File: config.mk
export PLATFORM = sky130hd
export DESIGN_NAME = obstacle_avoid_sweep_sequencer_core
export DESIGN_NICKNAME = d
export VERILOG_FILES = /design/src/sv/oass_pkg.sv /design/src/sv/obstacle_avoid_sweep_sequencer_core.sv
export SDC_FILE = /design/constraint.sdc
export NUM_CORES = 1
export LEC_CHECK = 0
export ABC_AREA = 1
export BUFFER_PORTS_ARGS = -buffer_cell sky130_fd_sc_hd__buf_2
export CAP_MARGIN = 0
export CORE_UTILIZATION = 41
export CTS_BUF_LIST = sky130_fd_sc_hd__clkbuf_8
export DETAILED_ROUTE_END_ITERATION = 10
export HOLD_SLACK_MARGIN = 0.06
export MAX_ROUTING_LAYER = met4
export PLACE_DENSITY_LB_ADDON = 0.2
export REMOVE_ABC_BUFFERS = 1
export SLEW_MARGIN = 20
export SYNTH_ARGS = -nofsm -noshare
export SYNTH_HDL_FRONTEND = slang
export SYNTH_SLANG_ARGS = --single-unit
File: constraint.sdc
create_clock -name clk -period 7 [get_ports clk]
set_input_delay 0.7 -clock clk [delete_from_list [all_inputs] [get_ports clk]]
set_output_delay 0.7 -clock clk [all_outputs]
set_load 0.005 [all_outputs]
File: src/sv/oass_pkg.sv
// oass_pkg: types, codes, widths and conversion constants for the obstacle
// avoid sweep sequencer; shared by the core and its checker
// no dependencies
`default_nettype none

package oass_pkg;

    // echo counter width and the stream widths that follow from it
    localparam int COUNT_WIDTH = 16;
    localparam int S_TDATA_W   = ((COUNT_WIDTH + 7) / 8) * 8;

    // result fields
    localparam int CMD_W   = 3;
    localparam int PULSE_W = 16;
    localparam int DIST_W  = 10;
    localparam int MODE_W  = 3;

    localparam int OUT_CMD_LSB   = 0;
    localparam int OUT_PULSE_LSB = OUT_CMD_LSB + CMD_W;
    localparam int OUT_ON_LSB    = OUT_PULSE_LSB + PULSE_W;
    localparam int OUT_DIST_LSB  = OUT_ON_LSB + 1;
    localparam int OUT_MODE_LSB  = OUT_DIST_LSB + DIST_W;
    localparam int OUT_USED_W    = OUT_MODE_LSB + MODE_W;
    localparam int M_TDATA_W     = ((OUT_USED_W + 7) / 8) * 8;

    // configuration port
    localparam int CFG_ADDR_W = 4;
    localparam int CFG_DATA_W = 16;
    localparam int STOP_W     = 10;
    localparam int TICKS_W    = 16;
    localparam int STEP_W     = 12;

    localparam logic [STOP_W-1:0]  STOP_DIST_RST    = 10'd12;
    localparam logic [TICKS_W-1:0] BACKUP_TICKS_RST = 16'd20;
    localparam logic [TICKS_W-1:0] TURN_TICKS_RST   = 16'd50;
    localparam logic [STEP_W-1:0]  SWEEP_STEP_RST   = 12'd25;
    localparam logic [PULSE_W-1:0] SWEEP_START_RST  = 16'd4500;
    localparam logic [PULSE_W-1:0] RIGHT_LIMIT_RST  = 16'd1500;
    localparam logic [PULSE_W-1:0] LEFT_LIMIT_RST   = 16'd7700;
    localparam logic [PULSE_W-1:0] CENTER_PULSE_RST = 16'd4499;

    // distance codes
    localparam logic [DIST_W-1:0] NO_ECHO_CM = 10'd646;
    localparam logic [DIST_W-1:0] DIST_MAX   = 10'd1023;

    // floor(2c/3): x = 2c, multiply by ceil(2^k/3) and shift by k
    localparam int X_W         = COUNT_WIDTH + 1;
    localparam int DIV3_SHIFT  = X_W + 1;
    localparam int DIV3_MUL_W  = DIV3_SHIFT - 1;
    localparam longint unsigned DIV3_MUL = ((64'd1 << DIV3_SHIFT) + 64'd2) / 64'd3;
    localparam int T_W         = COUNT_WIDTH;
    localparam int PROD3_W     = X_W + DIV3_MUL_W;

    // floor(17t/1000): y = 16t + t, multiply by ceil(2^k/1000) and shift by k
    localparam int Y_W         = T_W + 5;
    localparam int DIVK_SHIFT  = Y_W + 10;
    localparam int DIVK_MUL_W  = DIVK_SHIFT - 9;
    localparam longint unsigned DIVK_MUL =
        ((64'd1 << DIVK_SHIFT) + 64'd999) / 64'd1000;
    localparam int D_W         = Y_W - 9;
    localparam int PRODK_W     = Y_W + DIVK_MUL_W;

    typedef enum logic [MODE_W-1:0] {
        MODE_FORWARD  = 3'd0,
        MODE_BACKWARD = 3'd1,
        MODE_RIGHT    = 3'd2,
        MODE_LEFT     = 3'd3,
        MODE_SWEEP_R  = 3'd4,
        MODE_SWEEP_L  = 3'd5
    } mode_t;

    typedef enum logic [CMD_W-1:0] {
        CMD_NONE  = 3'd0,
        CMD_FWD   = 3'd1,
        CMD_BACK  = 3'd2,
        CMD_RIGHT = 3'd3,
        CMD_LEFT  = 3'd4,
        CMD_STOP  = 3'd5
    } cmd_t;

    typedef enum logic [CFG_ADDR_W-1:0] {
        REG_STOP_DIST    = 4'd0,
        REG_BACKUP_TICKS = 4'd1,
        REG_TURN_TICKS   = 4'd2,
        REG_SWEEP_STEP   = 4'd3,
        REG_SWEEP_START  = 4'd4,
        REG_RIGHT_LIMIT  = 4'd5,
        REG_LEFT_LIMIT   = 4'd6,
        REG_CENTER_PULSE = 4'd7
    } cfg_reg_t;

endpackage

`default_nettype wire

File: src/sv/obstacle_avoid_sweep_sequencer_core.sv
// obstacle_avoid_sweep_sequencer_core: top level, echo to distance conversion
// pipeline and the six-mode avoidance sequencer
// depends on oass_pkg
//
// usage
//   s_* stream: one beat per control tick; s_tdata carries the echo count,
//   s_tuser the echo timeout flag
//   m_* stream: one result beat per tick, in order; m_tdata packs motor
//   command, servo pulse, servo on, distance and mode; m_tuser is distance used
//   cfg_*: register writes, taken on any edge with cfg_wr_en high; indexes 8
//   and up are dropped; write only with no tick in flight (not enforced)
// pipeline and throughput
//   an accepted tick passes the input register, the divide-by-3 multiply and
//   the divide-by-1000 multiply, then the sequencer step into the result
//   register; one tick per cycle sustained while m_tready stays high
// reset
//   rst_n low clears the pipeline, the mode (forward, entry due), the counters
//   and loads the register defaults; the servo pulse reads 4499, servo off
// stall
//   each stage holds while the one after it is full and stalled, so up to four
//   ticks sit in the block before s_tready drops
`default_nettype none

module obstacle_avoid_sweep_sequencer_core
    import oass_pkg::*;
(
    input  wire logic                  clk,
    input  wire logic                  rst_n,
    // echo_count
    input  wire logic [S_TDATA_W-1:0]  s_tdata,
    // echo_timeout
    input  wire logic                  s_tuser,
    input  wire logic                  s_tvalid,
    output logic                       s_tready,
    // motor_command, servo_pulse, servo_on, distance_cm, mode, zero fill
    output logic [M_TDATA_W-1:0]       m_tdata,
    // distance_used
    output logic                       m_tuser,
    output logic                       m_tvalid,
    input  wire logic                  m_tready,
    input  wire logic                  cfg_wr_en,
    input  wire logic [CFG_ADDR_W-1:0] cfg_addr,
    input  wire logic [CFG_DATA_W-1:0] cfg_wdata
);

    // configuration registers
    logic [STOP_W-1:0]  stop_dist_reg;
    logic [TICKS_W-1:0] backup_ticks_reg;
    logic [TICKS_W-1:0] turn_ticks_reg;
    logic [STEP_W-1:0]  sweep_step_reg;
    logic [PULSE_W-1:0] sweep_start_reg;
    logic [PULSE_W-1:0] right_limit_reg;
    logic [PULSE_W-1:0] left_limit_reg;
    logic [PULSE_W-1:0] center_pulse_reg;

    // pipeline
    logic                   in_valid_reg;
    logic [COUNT_WIDTH-1:0] in_count_reg;
    logic                   in_timeout_reg;
    logic                   t_valid_reg;
    logic [T_W-1:0]         t_reg;
    logic                   t_timeout_reg;
    logic                   d_valid_reg;
    logic [DIST_W-1:0]      dist_reg;
    logic                   out_valid_reg;
    logic [M_TDATA_W-1:0]   out_data_reg;
    logic                   out_used_reg;

    logic out_ready, d_ready, t_ready, in_ready, step_en;

    // sequencer state
    mode_t              mode_reg, mode_next;
    logic               entry_reg;
    logic [PULSE_W-1:0] step_count_reg, step_count_next;
    logic [DIST_W-1:0]  right_clear_reg, right_clear_next;
    logic [PULSE_W-1:0] pulse_reg, pulse_next;
    logic               pulse_on_reg, pulse_on_next;

    // conversion datapath
    logic [X_W-1:0]     x_val;
    logic [PROD3_W-1:0] prod3;
    logic [Y_W-1:0]     y_val;
    logic [PRODK_W-1:0] prodk;
    logic [D_W-1:0]     d_val;
    logic [DIST_W-1:0]  dist_val;

    // step datapath
    logic [PULSE_W-1:0] count_base;
    logic [PULSE_W-1:0] count_new;
    logic               exit_hit;
    cmd_t               cmd_val;
    logic               used_val;

    assign out_ready = !out_valid_reg || m_tready;
    assign d_ready   = !d_valid_reg || out_ready;
    assign t_ready   = !t_valid_reg || d_ready;
    assign in_ready  = !in_valid_reg || t_ready;
    assign step_en   = d_valid_reg && out_ready;

    assign s_tready  = in_ready;
    assign m_tvalid  = out_valid_reg;
    assign m_tdata   = out_data_reg;
    assign m_tuser   = out_used_reg;

    // configuration writes
    always_ff @(posedge clk or negedge rst_n)
    begin
        if (!rst_n)
        begin
            stop_dist_reg    <= STOP_DIST_RST;
            backup_ticks_reg <= BACKUP_TICKS_RST;
            turn_ticks_reg   <= TURN_TICKS_RST;
            sweep_step_reg   <= SWEEP_STEP_RST;
            sweep_start_reg  <= SWEEP_START_RST;
            right_limit_reg  <= RIGHT_LIMIT_RST;
            left_limit_reg   <= LEFT_LIMIT_RST;
            center_pulse_reg <= CENTER_PULSE_RST;
        end
        else if (cfg_wr_en)
        begin
            case (cfg_addr)
                REG_STOP_DIST:    stop_dist_reg    <= cfg_wdata[STOP_W-1:0];
                REG_BACKUP_TICKS: backup_ticks_reg <= cfg_wdata[TICKS_W-1:0];
                REG_TURN_TICKS:   turn_ticks_reg   <= cfg_wdata[TICKS_W-1:0];
                REG_SWEEP_STEP:   sweep_step_reg   <= cfg_wdata[STEP_W-1:0];
                REG_SWEEP_START:  sweep_start_reg  <= cfg_wdata[PULSE_W-1:0];
                REG_RIGHT_LIMIT:  right_limit_reg  <= cfg_wdata[PULSE_W-1:0];
                REG_LEFT_LIMIT:   left_limit_reg   <= cfg_wdata[PULSE_W-1:0];
                REG_CENTER_PULSE: center_pulse_reg <= cfg_wdata[PULSE_W-1:0];
                default: ;
            endcase
        end
    end

    // ---------------- conversion pipeline ----------------

    always_comb
    begin
        x_val = {in_count_reg, 1'b0};
        prod3 = PROD3_W'(x_val) * PROD3_W'(DIV3_MUL);
        y_val = (Y_W'(t_reg) << 4) + Y_W'(t_reg);
        prodk = PRODK_W'(y_val) * PRODK_W'(DIVK_MUL);
        d_val = prodk[DIVK_SHIFT +: D_W];
        if (t_timeout_reg || d_val == '0)
            dist_val = NO_ECHO_CM;
        else if ((D_W + DIST_W)'(d_val) > (D_W + DIST_W)'(DIST_MAX))
            dist_val = DIST_MAX;
        else
            dist_val = DIST_W'(d_val);
    end

    always_ff @(posedge clk or negedge rst_n)
    begin
        if (!rst_n)
        begin
            in_valid_reg <= 1'b0;
            t_valid_reg  <= 1'b0;
            d_valid_reg  <= 1'b0;
        end
        else
        begin
            if (in_ready)
                in_valid_reg <= s_tvalid;
            if (t_ready)
                t_valid_reg <= in_valid_reg;
            if (d_ready)
                d_valid_reg <= t_valid_reg;
        end
    end

    always_ff @(posedge clk)
    begin
        if (in_ready && s_tvalid)
        begin
            in_count_reg   <= s_tdata[COUNT_WIDTH-1:0];
            in_timeout_reg <= s_tuser;
        end
        if (t_ready && in_valid_reg)
        begin
            t_reg         <= prod3[DIV3_SHIFT +: T_W];
            t_timeout_reg <= in_timeout_reg;
        end
        if (d_ready && t_valid_reg)
            dist_reg <= dist_val;
    end

    // ---------------- sequencer step ----------------

    // shared counter arithmetic and the exit test of the current mode
    always_comb
    begin
        count_base = step_count_reg;
        count_new  = step_count_reg;
        exit_hit   = 1'b0;
        unique case (mode_reg)
            MODE_BACKWARD:
            begin
                count_base = entry_reg ? '0 : step_count_reg;
                count_new  = count_base + PULSE_W'(1);
                exit_hit   = count_new >= backup_ticks_reg;
            end
            MODE_SWEEP_R:
            begin
                count_base = entry_reg ? sweep_start_reg : step_count_reg;
                count_new  = count_base - PULSE_W'(sweep_step_reg);
                exit_hit   = count_new < right_limit_reg;
            end
            MODE_SWEEP_L:
            begin
                count_base = entry_reg ? sweep_start_reg : step_count_reg;
                count_new  = count_base + PULSE_W'(sweep_step_reg);
                exit_hit   = count_new > left_limit_reg;
            end
            MODE_RIGHT, MODE_LEFT:
            begin
                count_base = entry_reg ? '0 : step_count_reg;
                count_new  = count_base + PULSE_W'(1);
                exit_hit   = count_new >= turn_ticks_reg;
            end
            default:
                exit_hit = dist_reg < stop_dist_reg;
        endcase
    end

    // next mode
    always_comb
    begin
        unique case (mode_reg)
            MODE_BACKWARD: mode_next = exit_hit ? MODE_SWEEP_R : MODE_BACKWARD;
            MODE_SWEEP_R:  mode_next = exit_hit ? MODE_SWEEP_L : MODE_SWEEP_R;
            MODE_SWEEP_L:
            begin
                if (!exit_hit)
                    mode_next = MODE_SWEEP_L;
                else if (dist_reg > right_clear_reg)
                    mode_next = MODE_LEFT;
                else
                    mode_next = MODE_RIGHT;
            end
            MODE_RIGHT:    mode_next = exit_hit ? MODE_FORWARD : MODE_RIGHT;
            MODE_LEFT:     mode_next = exit_hit ? MODE_FORWARD : MODE_LEFT;
            default:       mode_next = exit_hit ? MODE_BACKWARD : MODE_FORWARD;
        endcase
    end

    // command, servo and counter updates
    always_comb
    begin
        cmd_val          = CMD_NONE;
        used_val         = 1'b0;
        step_count_next  = count_new;
        right_clear_next = right_clear_reg;
        pulse_next       = pulse_reg;
        pulse_on_next    = pulse_on_reg;
        unique case (mode_reg)
            MODE_BACKWARD:
            begin
                if (exit_hit)
                    cmd_val = CMD_STOP;
                else if (entry_reg)
                    cmd_val = CMD_BACK;
            end
            MODE_SWEEP_R:
            begin
                used_val         = exit_hit;
                pulse_next       = exit_hit ? center_pulse_reg : count_new;
                pulse_on_next    = !exit_hit;
                if (exit_hit)
                    right_clear_next = dist_reg;
            end
            MODE_SWEEP_L:
            begin
                used_val      = exit_hit;
                pulse_next    = exit_hit ? center_pulse_reg : count_new;
                pulse_on_next = !exit_hit;
            end
            MODE_RIGHT:
                cmd_val = entry_reg ? CMD_RIGHT : CMD_NONE;
            MODE_LEFT:
                cmd_val = entry_reg ? CMD_LEFT : CMD_NONE;
            default:
            begin
                cmd_val  = entry_reg ? CMD_FWD : CMD_NONE;
                used_val = 1'b1;
            end
        endcase
    end

    always_ff @(posedge clk or negedge rst_n)
    begin
        if (!rst_n)
        begin
            mode_reg        <= MODE_FORWARD;
            entry_reg       <= 1'b1;
            step_count_reg  <= '0;
            right_clear_reg <= '0;
            pulse_reg       <= CENTER_PULSE_RST;
            pulse_on_reg    <= 1'b0;
            out_valid_reg   <= 1'b0;
        end
        else
        begin
            if (out_ready)
                out_valid_reg <= d_valid_reg;
            if (step_en)
            begin
                mode_reg        <= mode_next;
                entry_reg       <= mode_next != mode_reg;
                step_count_reg  <= step_count_next;
                right_clear_reg <= right_clear_next;
                pulse_reg       <= pulse_next;
                pulse_on_reg    <= pulse_on_next;
            end
        end
    end

    always_ff @(posedge clk)
    begin
        if (step_en)
        begin
            out_data_reg <= M_TDATA_W'({mode_next, dist_reg, pulse_on_next,
                                        pulse_next, cmd_val});
            out_used_reg <= used_val;
        end
    end

endmodule

`default_nettype wire

==> results.py, run 1 <==
metrics = {
    "run_status": {
        "outcome": "finished clean",
    },
    "sta": {
        "fmax_mhz": 148,
        "rsz0062_at_grt": "true",
        "tightest_slew_ps": 1130,
        "finalWorstPathRequiredPeriod_ps": 6760,
        "fin_crit_sh_pct": 96.6,
        "drv_slew": 0,
        "holdWs_ps": 202,
        "final-setup-viol-count": 0,
        "fin_tns_setup_ps": 0,
        "finClkSkew_ps": 60.8,
        "relSlewSlack_pct": 24.8,
        "hold_viol": 0,
    },
    "critical_path": {
        "cp.arrival_ps": 7110,
        "critPathRequiredTime_ps": 7340,
        "crit_top_cell": "fa_1",
        "r2r_slack_ps": 240,
        "worstSetupPathType": "flop to flop",
        "max_stage_delay_ps": 590,
        "crit_fanout": 6,
        "worst_path_dominant_cell_family": "adder cells",
        "worstReg2RegStart": "t_reg[0]",
        "r2r-end": "dist_reg[4]",
        "crit_buf_inv": 6,
        "cp-end-kind": "flop",
        "r2r_cells": 33,
        "critical_path.slowest_cell": "fa_1",
        "startpoint_type": "flop",
    },
    "detailed_routing": {
        "routed_wl_um": 67000,
        "drt_iter0_markers": 1146,
        "drtPass1Iterations": 6,
        "via_count": 20076,
        "drc": 0,
        "wl_per_cell_um": 16.5,
        "ant_nets": 0,
        "viasPerCell": 4.95,
    },
    "logic_synthesis": {
        "synth_area_mm2": 0.0252,
        "synth_edf_count": 78,
        "yosys.area.top_type": "ha_1",
        "synth_most_common_cell": "inv_1",
        "synth_commonest_cells": "inv_1, nand2_1, ha_1",
        "synth_cells": 3005,
        "synthFlopType": "dfrtp_1",
        "async_reset_ff_share_pct": 68.4,
        "seq_area_frac_synth_pct": 26.3,
        "synthTopCellsByArea": "ha_1, fa_1, dfrtp_1, inv_1, edfxtp_1",
        "syn_area_per_cell_um2": 8.39,
        "synthDistinctLibCells": 60,
        "synth.ff_latch_count": 247,
        "synth_top_area_share_pct": 20.9,
        "ys_warn_count": 0,
    },
    "finish": {
        "nets": 3870,
        "multiInputGateArea_mm2": 0.0169,
        "largest_reg_flops": 33,
        "fill_cells": 5761,
        "synthToLayoutAreaGrowth_pct": 17.6,
        "drive_above_1_share_pct": 17.4,
        "final-seq-area_mm2": 0.00662,
    },
    "global_routing": {
        "grt_pass1_wl_um": 106000,
        "antenna_found_initial": 2,
        "grt_pass1_vias": 20105,
        "grt_max_degree": 99,
        "gr-usage-all-layers_pct": 22.0,
        "grt_overflow": 0,
    },
    "floorplan": {
        "die-width_um": 250,
        "start_util_pct": 41.6,
        "ios": 85,
        "fp.dieH_um": 250,
        "fp-row-count": 90,
        "dieArea_mm2": 0.0625,
        "core_mm2": 0.0606,
    },
    "clock_tree": {
        "clk_pin_slew_worst_paths_ps": 70,
        "clock-sinks": 247,
        "ctsLongestPathBuffers": 3,
        "clk_latency_ps": 650,
        "cts_root_buf": "clkbuf_8",
        "cts_hold_buffers": 0,
        "numCtsBuffers": 48,
        "htreeDepth": 2,
        "cts_tree": "yes",
    },
    "worst_hold_path": {
        "hold_path.class": "input pin to async pin",
    },
    "placed_design": {
        "dp_hpwl_um": 54100,
        "portBuffers": 77,
        "gp_congestion": 0.941,
    },
    "run": {
        "drv_cap": 0,
    },
}
-- layout by cell type (no fill, tap or decap), types with 7 or more instances in the layout --
cell      count
a21o_1       12
a21oi_1     135
a21oi_2      17
a31oi_1      16
buf_2        76
buf_4       142
clkbuf_8     57
clkinv_2     10
conb_1        7
dfrtp_1     128
dfstp_2      41
edfxtp_1     78
fa_1        170
ha_1        364
ha_4         55
inv_1       649
inv_2        21
nand2_1     579
nand2_2      26
nand2_4       7
nand3_1      59
nand3_2      18
nand4_1      26
nor2_1      133
nor2_2       21
nor3_1        8
nor3_2        8
o211ai_1     10
o21ai_0     212
o21ai_1      16
o21ai_2       8
o21bai_1      7
xnor2_1      10
xor2_1       43
-- layout make-up --
class / count / area share (%)
flip-flops and latches: 247 / 22.4
clock inverters: 33 / 0.815
inverters: 663 / 8.45
diodes: 1 / 0.00845
clock buffers: 57 / 2.65
well taps: 782 / 3.30
multi-input cells: 2046 / 57.2
repair buffers: 225 / 5.21
-- how the worst max path moves through the flow --
stage	to	depth (start not counted)	startpoint
after global routing	dist_reg[7]	37	t_reg[2]
after CTS	dist_reg[6]	33	t_reg[0]
final	dist_reg[4]	33	t_reg[0]
after floorplan	dist_reg[4]	37	t_reg[2]
after global placement	dist_reg[4]	38	t_reg[2]
after detailed placement	dist_reg[6]	38	t_reg[2]
-- cells by family (layout without fill, tap and decap cells) --
family / count (synthesis) / in the layout / synth area share (%)
AOI/OAI and AO/OA: 467 / 467 / 10.2
xor gates and xnor gates: 62 / 62 / 2.16
adders and majority gates: 597 / 597 / 34.9
buffers and inverters: 718 / 978 / 11.0
DFF: 247 / 247 / 26.3
other: 1 / 8 / 0.0149
and+or+nand+nor: 913 / 913 / 15.4
-- per-stage QoR --
step	cell area, µm²	std cells	setup slack, ps	utilization [%]
after detailed placement	27200	3933	-333	44.9
after global routing	29600	4054	-141	48.9
after CTS	28600	4033	-0.0773	47.2
after floorplan	24900	2956	10.5	-
after global placement	27200	3933	-360	44.9
final	29600	4054	237	48.9
-- metal layers --
metal	global-route usage (%)	vias up	share of wire (%)
li1	-	10034	-
met1	28.9	9592	46
met2	36.4	360	48
met3	2.38	90	3.8
met4	5.50	0	2.6
met5	-	-	0
-- what timing repair did --
item                                    4_1_cts  5_1_grt
endpoints found under the setup margin       10       10
cloned                                        0        0
pin swaps                                    25       67
buffers inserted                             10       20
resized for setup                            53      139
Power of run 1 is left out: the tool's default activity adds up to more than one toggle a clock period on the data nets, which glitch-free logic cannot reach.
==> inputs of run 2 (changes only) <==
==> constraint.sdc (replaced) <==
create_clock -name clk -period 7 [get_ports clk]
set_input_delay 2.1 -clock clk [delete_from_list [all_inputs] [get_ports clk]]
set_output_delay 2.1 -clock clk [all_outputs]
set_load 0.005 [all_outputs]
==> run 2 against run 1 <==
  * Fmax shrank 2.0%
  * First-iteration DRC count grew 0.79%
  * Cell area shrank 0.73%
  * Critical endpoint unchanged
  * Hold slack gained 220 ps
==> results.py, run 2 (same netlist as run 1, synthesis figures left out) <==
metrics = {
    "run": {
        "drv_cap": 0,
    },
    "floorplan": {
        "fp.dieH_um": 250,
        "fp-row-count": 90,
        "dieArea_mm2": 0.0625,
        "die-width_um": 250,
        "start_util_pct": 41.6,
        "core_mm2": 0.0606,
        "ios": 85,
    },
    "global_routing": {
        "grt_pass1_wl_um": 107000,
        "antenna_found_initial": 2,
        "grt_max_degree": 84,
        "grt_overflow": 0,
        "grt_pass1_vias": 20364,
        "gr-usage-all-layers_pct": 22.2,
    },
    "finish": {
        "synthToLayoutAreaGrowth_pct": 16.7,
        "largest_reg_flops": 33,
        "nets": 3870,
        "layout_commonest_cell": "inv_1",
        "fin_util_pct": 48.5,
        "layout_common_cells": "inv_1, nand2_1, ha_1, o21ai_0, fa_1",
        "drive_above_1_share_pct": 16.4,
    },
    "detailed_routing": {
        "wl_per_cell_um": 16.6,
        "drc": 0,
        "viasPerCell": 4.98,
        "routed_wl_um": 67300,
        "via_count": 20205,
        "drt_iter0_markers": 1155,
        "drtPass1Iterations": 5,
        "ant_nets": 0,
    },
    "critical_path": {
        "critical_path.slowest_cell": "fa_1",
        "max_stage_delay_ps": 580,
        "cp.arrival_ps": 7240,
        "crit_fanout": 5,
        "worstSetupPathType": "flop to flop",
        "startpoint_type": "flop",
        "critPathRequiredTime_ps": 7340,
        "cp-end-kind": "flop",
    },
    "sta": {
        "fmax_mhz": 145,
        "finClkSkew_ps": 54.4,
        "finalWorstPathRequiredPeriod_ps": 6900,
        "fin_crit_sh_pct": 98.6,
        "relSlewSlack_pct": 37.8,
        "rsz0062_at_grt": "true",
        "fin_tns_setup_ps": 0,
        "drv_slew": 0,
        "tightest_slew_ps": 930,
        "hold_viol": 0,
        "final-setup-viol-count": 0,
    },
    "clock_tree": {
        "htreeDepth": 2,
        "cts_hold_buffers": 0,
        "ctsLongestPathBuffers": 3,
        "clk_latency_ps": 640,
        "cts_tree": "yes",
        "numCtsBuffers": 46,
        "clock-sinks": 247,
        "cts_root_buf": "clkbuf_8",
        "clk_pin_slew_worst_paths_ps": 60,
    },
    "worst_hold_path": {
        "hold_path.class": "flop to flop",
    },
    "run_status": {
        "outcome": "finished clean",
    },
    "placed_design": {
        "dp_hpwl_um": 54800,
        "portBuffers": 77,
        "gp_congestion": 0.933,
    },
}
## run 2: changes by cell type in the layout (fill, tap and decap cells not counted), moves of 5 or more
| cell | before | now |
|---|---|---|
| clkbuf_8 | 57 | 50 |
| fa_1 | 170 | 175 |
| fa_2 | 6 | 1 |
| ha_1 | 364 | 381 |
| ha_4 | 55 | 37 |
| nand2_2 | 26 | 21 |
| nor2_4 | 4 | 9 |
## run 2: final timing paths
check	startpoint	to	slack, ps	cells past startpoint
hold / removal	in_timeout_reg	t_timeout_reg	420	0
hold reg to reg	in_timeout_reg	t_timeout_reg	420	0
setup / recovery	t_reg[6]	dist_reg[4]	100	35
max in group asynchronous	rst_n	right_limit_reg[9]	4320	2
setup reg to reg	t_reg[6]	dist_reg[4]	100	35
min in group asynchronous	rst_n	step_count_reg[3]	1500	1
## run 2: timing repair
item / CTS / global route
setup buffers: 3 / 28
resized for setup: 41 / 130
endpoints found under the setup margin: 10 / 10
pin swaps: 12 / 74
## run 2: critical path, delay by kind of cell, from the launching register on
kind            cells  cell delay (ps)
xor+xnor            1              130
buf+inv             7              600
simple gates       16             1810
flops               1              450
fa+ha+maj           8             3080
compound gates      3              550
## run 2: layer usage
metal  global-route usage, %  share of wire [%]  vias up  wire length, µm
li1                        -                  -    10030                -
met1                    29.0                 46     9664            31100
met2                    35.3                 46      383            31100
met3                    2.58                3.5      128             2350
met4                    8.71                4.0        0             2710
met5                       -                  0        -                0
## run 2: layout make-up
class                      instances  area, µm²
antenna                            3       7.51
clock buffer                      50        688
clock inverter                    36        355
fill                            5912      31200
inverter                         663       2500
multi-input combinational       2046      16700
sequential                       247       6620
tap                              782        978
timing repair buffer             227       1570
## run 2: through the flow
step / hold slack, ps / cell area (µm²) / setup WS (ps) / cells
final: 421 / 29400 / 100 / 4054
after global routing: 426 / 29400 / -227 / 4053
after CTS: 421 / 28500 / 1.57 / 4023
after detailed placement: 414 / 27200 / -261 / 3934
after global placement: 417 / 27200 / -189 / 3934
after floorplan: 400 / 24900 / 10.5 / 2956
Power of run 2 is left out for the same reason.
==> inputs of run 3 (changes only) <==
- RECOVER_POWER: not set -> 50
==> run 3 against run 2 <==
  * The run now ends with capacitance limit, slew limit left
  * First-iteration DRC count shrank 2.4%
  * Hold slack is essentially flat
  * Register-to-register slack is essentially flat
  * Critical endpoint unchanged
  * Highest routed layer unchanged
==> results.py, run 3 (same netlist as run 1, synthesis figures left out) <==
metrics = {
    "run_status": {
        "outcome": "finished, violations left",
        "violations": "capacitance limit, slew limit",
    },
    "detailed_routing": {
        "wl_per_cell_um": 16.6,
        "via_count": 20194,
        "viasPerCell": 4.98,
        "routed_wl_um": 67300,
        "ant_nets": 0,
        "drtPass1Iterations": 5,
        "drt_iter0_markers": 1127,
        "drc": 0,
    },
    "sta": {
        "timing.final.ws_setup_ps": 97.3,
        "rsz0062_at_grt": "true",
        "tightest_slew_ps": 3690,
        "finClkSkew_ps": 50.2,
        "drv_slew": 65,
        "fin_crit_sh_pct": 98.6,
        "fin_tns_setup_ps": 0,
        "finalWorstPathRequiredPeriod_ps": 6900,
        "fmax_mhz": 145,
        "relSlewSlack_pct": -146,
        "holdWs_ps": 421,
        "final-setup-viol-count": 0,
        "hold_viol": 0,
    },
    "critical_path": {
        "cp.arrival_ps": 7240,
        "startpoint_type": "flop",
        "crit_fanout": 5,
        "worstSetupPathType": "flop to flop",
        "r2r_cells": 35,
        "critPathRequiredTime_ps": 7340,
        "cp-end-kind": "flop",
        "worstReg2RegStart": "t_reg[6]",
        "r2r-end": "dist_reg[4]",
        "max_stage_delay_ps": 580,
        "r2r_slack_ps": 100,
        "critical_path.slowest_cell": "fa_1",
    },
    "finish": {
        "fin_util_pct": 48.5,
        "layout_commonest_cell": "inv_1",
        "nets": 3870,
        "drive_above_1_share_pct": 16.2,
        "layout_common_cells": "inv_1, nand2_1, ha_1, o21ai_0, fa_1",
        "synthToLayoutAreaGrowth_pct": 16.6,
        "fill_cells": 5917,
        "largest_reg_flops": 33,
    },
    "run": {
        "drv_cap": 1,
    },
    "worst_hold_path": {
        "hold_end": "t_timeout_reg",
        "hold_path_startpoint": "in_timeout_reg",
        "hold_depth": 0,
        "hold_path.class": "flop to flop",
    },
    "global_routing": {
        "grt_pass1_wl_um": 107000,
        "gr-usage-all-layers_pct": 22.2,
        "grt_max_degree": 84,
        "grt_overflow": 0,
        "grt_pass1_vias": 20364,
        "antenna_found_initial": 2,
    },
    "clock_tree": {
        "numCtsBuffers": 46,
        "clock-sinks": 247,
        "clk_pin_slew_worst_paths_ps": 60,
        "clk_latency_ps": 640,
        "ctsLongestPathBuffers": 3,
        "cts_root_buf": "clkbuf_8",
        "htreeDepth": 2,
        "cts_tree": "yes",
        "cts_hold_buffers": 0,
    },
    "placed_design": {
        "post-place-ws_ps": -261,
        "gp_congestion": 0.933,
        "dp_hpwl_um": 54800,
        "portBuffers": 77,
    },
    "floorplan": {
        "die-width_um": 250,
        "dieArea_mm2": 0.0625,
        "start_util_pct": 41.6,
        "fp.dieH_um": 250,
        "ios": 85,
        "fp-row-count": 90,
        "core_mm2": 0.0606,
    },
}
run 3: final cells by class:
cell class,instances,area [µm²],area share (%)
diodes,3,7.51,0.0256
inverters,663,2500,8.53
well taps,782,978,3.33
repair buffers,227,1540,5.25
multi-input cells,2046,16700,56.8
clock buffers,50,688,2.34
flip-flops and latches,247,6620,22.5
clock inverters,36,355,1.21
run 3: routing by layer:
layer / track usage [%] / routed length [µm] / vias up
met4: 8.71 / 2690 / 0
met5: - / 0 / -
met3: 2.58 / 2420 / 126
met2: 35.3 / 31300 / 380
li1: - / - / 10032
met1: 29.0 / 30900 / 9656
run 3: stage by stage:
| stage | instance area (µm²) | std cells |
|---|---|---|
| floorplan | 24900 | 2956 |
| global placement | 27200 | 3934 |
| detailed placement | 27200 | 3934 |
| CTS | 28500 | 4023 |
| global route | 29400 | 4053 |
| finish | 29400 | 4054 |
run 3: how the worst max path moves through the flow:
stage / startpoint / to
after CTS: t_reg[6] / dist_reg[1]
after detailed placement: t_reg[6] / dist_reg[6]
after global routing: t_reg[6] / dist_reg[4]
final: t_reg[6] / dist_reg[4]
after floorplan: t_reg[2] / dist_reg[4]
after global placement: t_reg[2] / dist_reg[4]
run 3: critical path: cells and delay by family (launching register included):
kind | cells | cell delay (ps)
adder cells (fa/ha/maj) | 8 | 3080
AND/OR/NAND/NOR | 16 | 1810
buffers and inverters | 7 | 600
AO/OA/AOI/OAI | 3 | 550
flip-flops | 1 | 450
XOR/XNOR | 1 | 130
run 3: what timing repair did:
item	4_1_cts	5_1_grt
setup endpoints to repair	10	10
pin swaps	12	74
resized for setup	41	130
setup buffers	3	28
Power of run 3 is left out for the same reason.
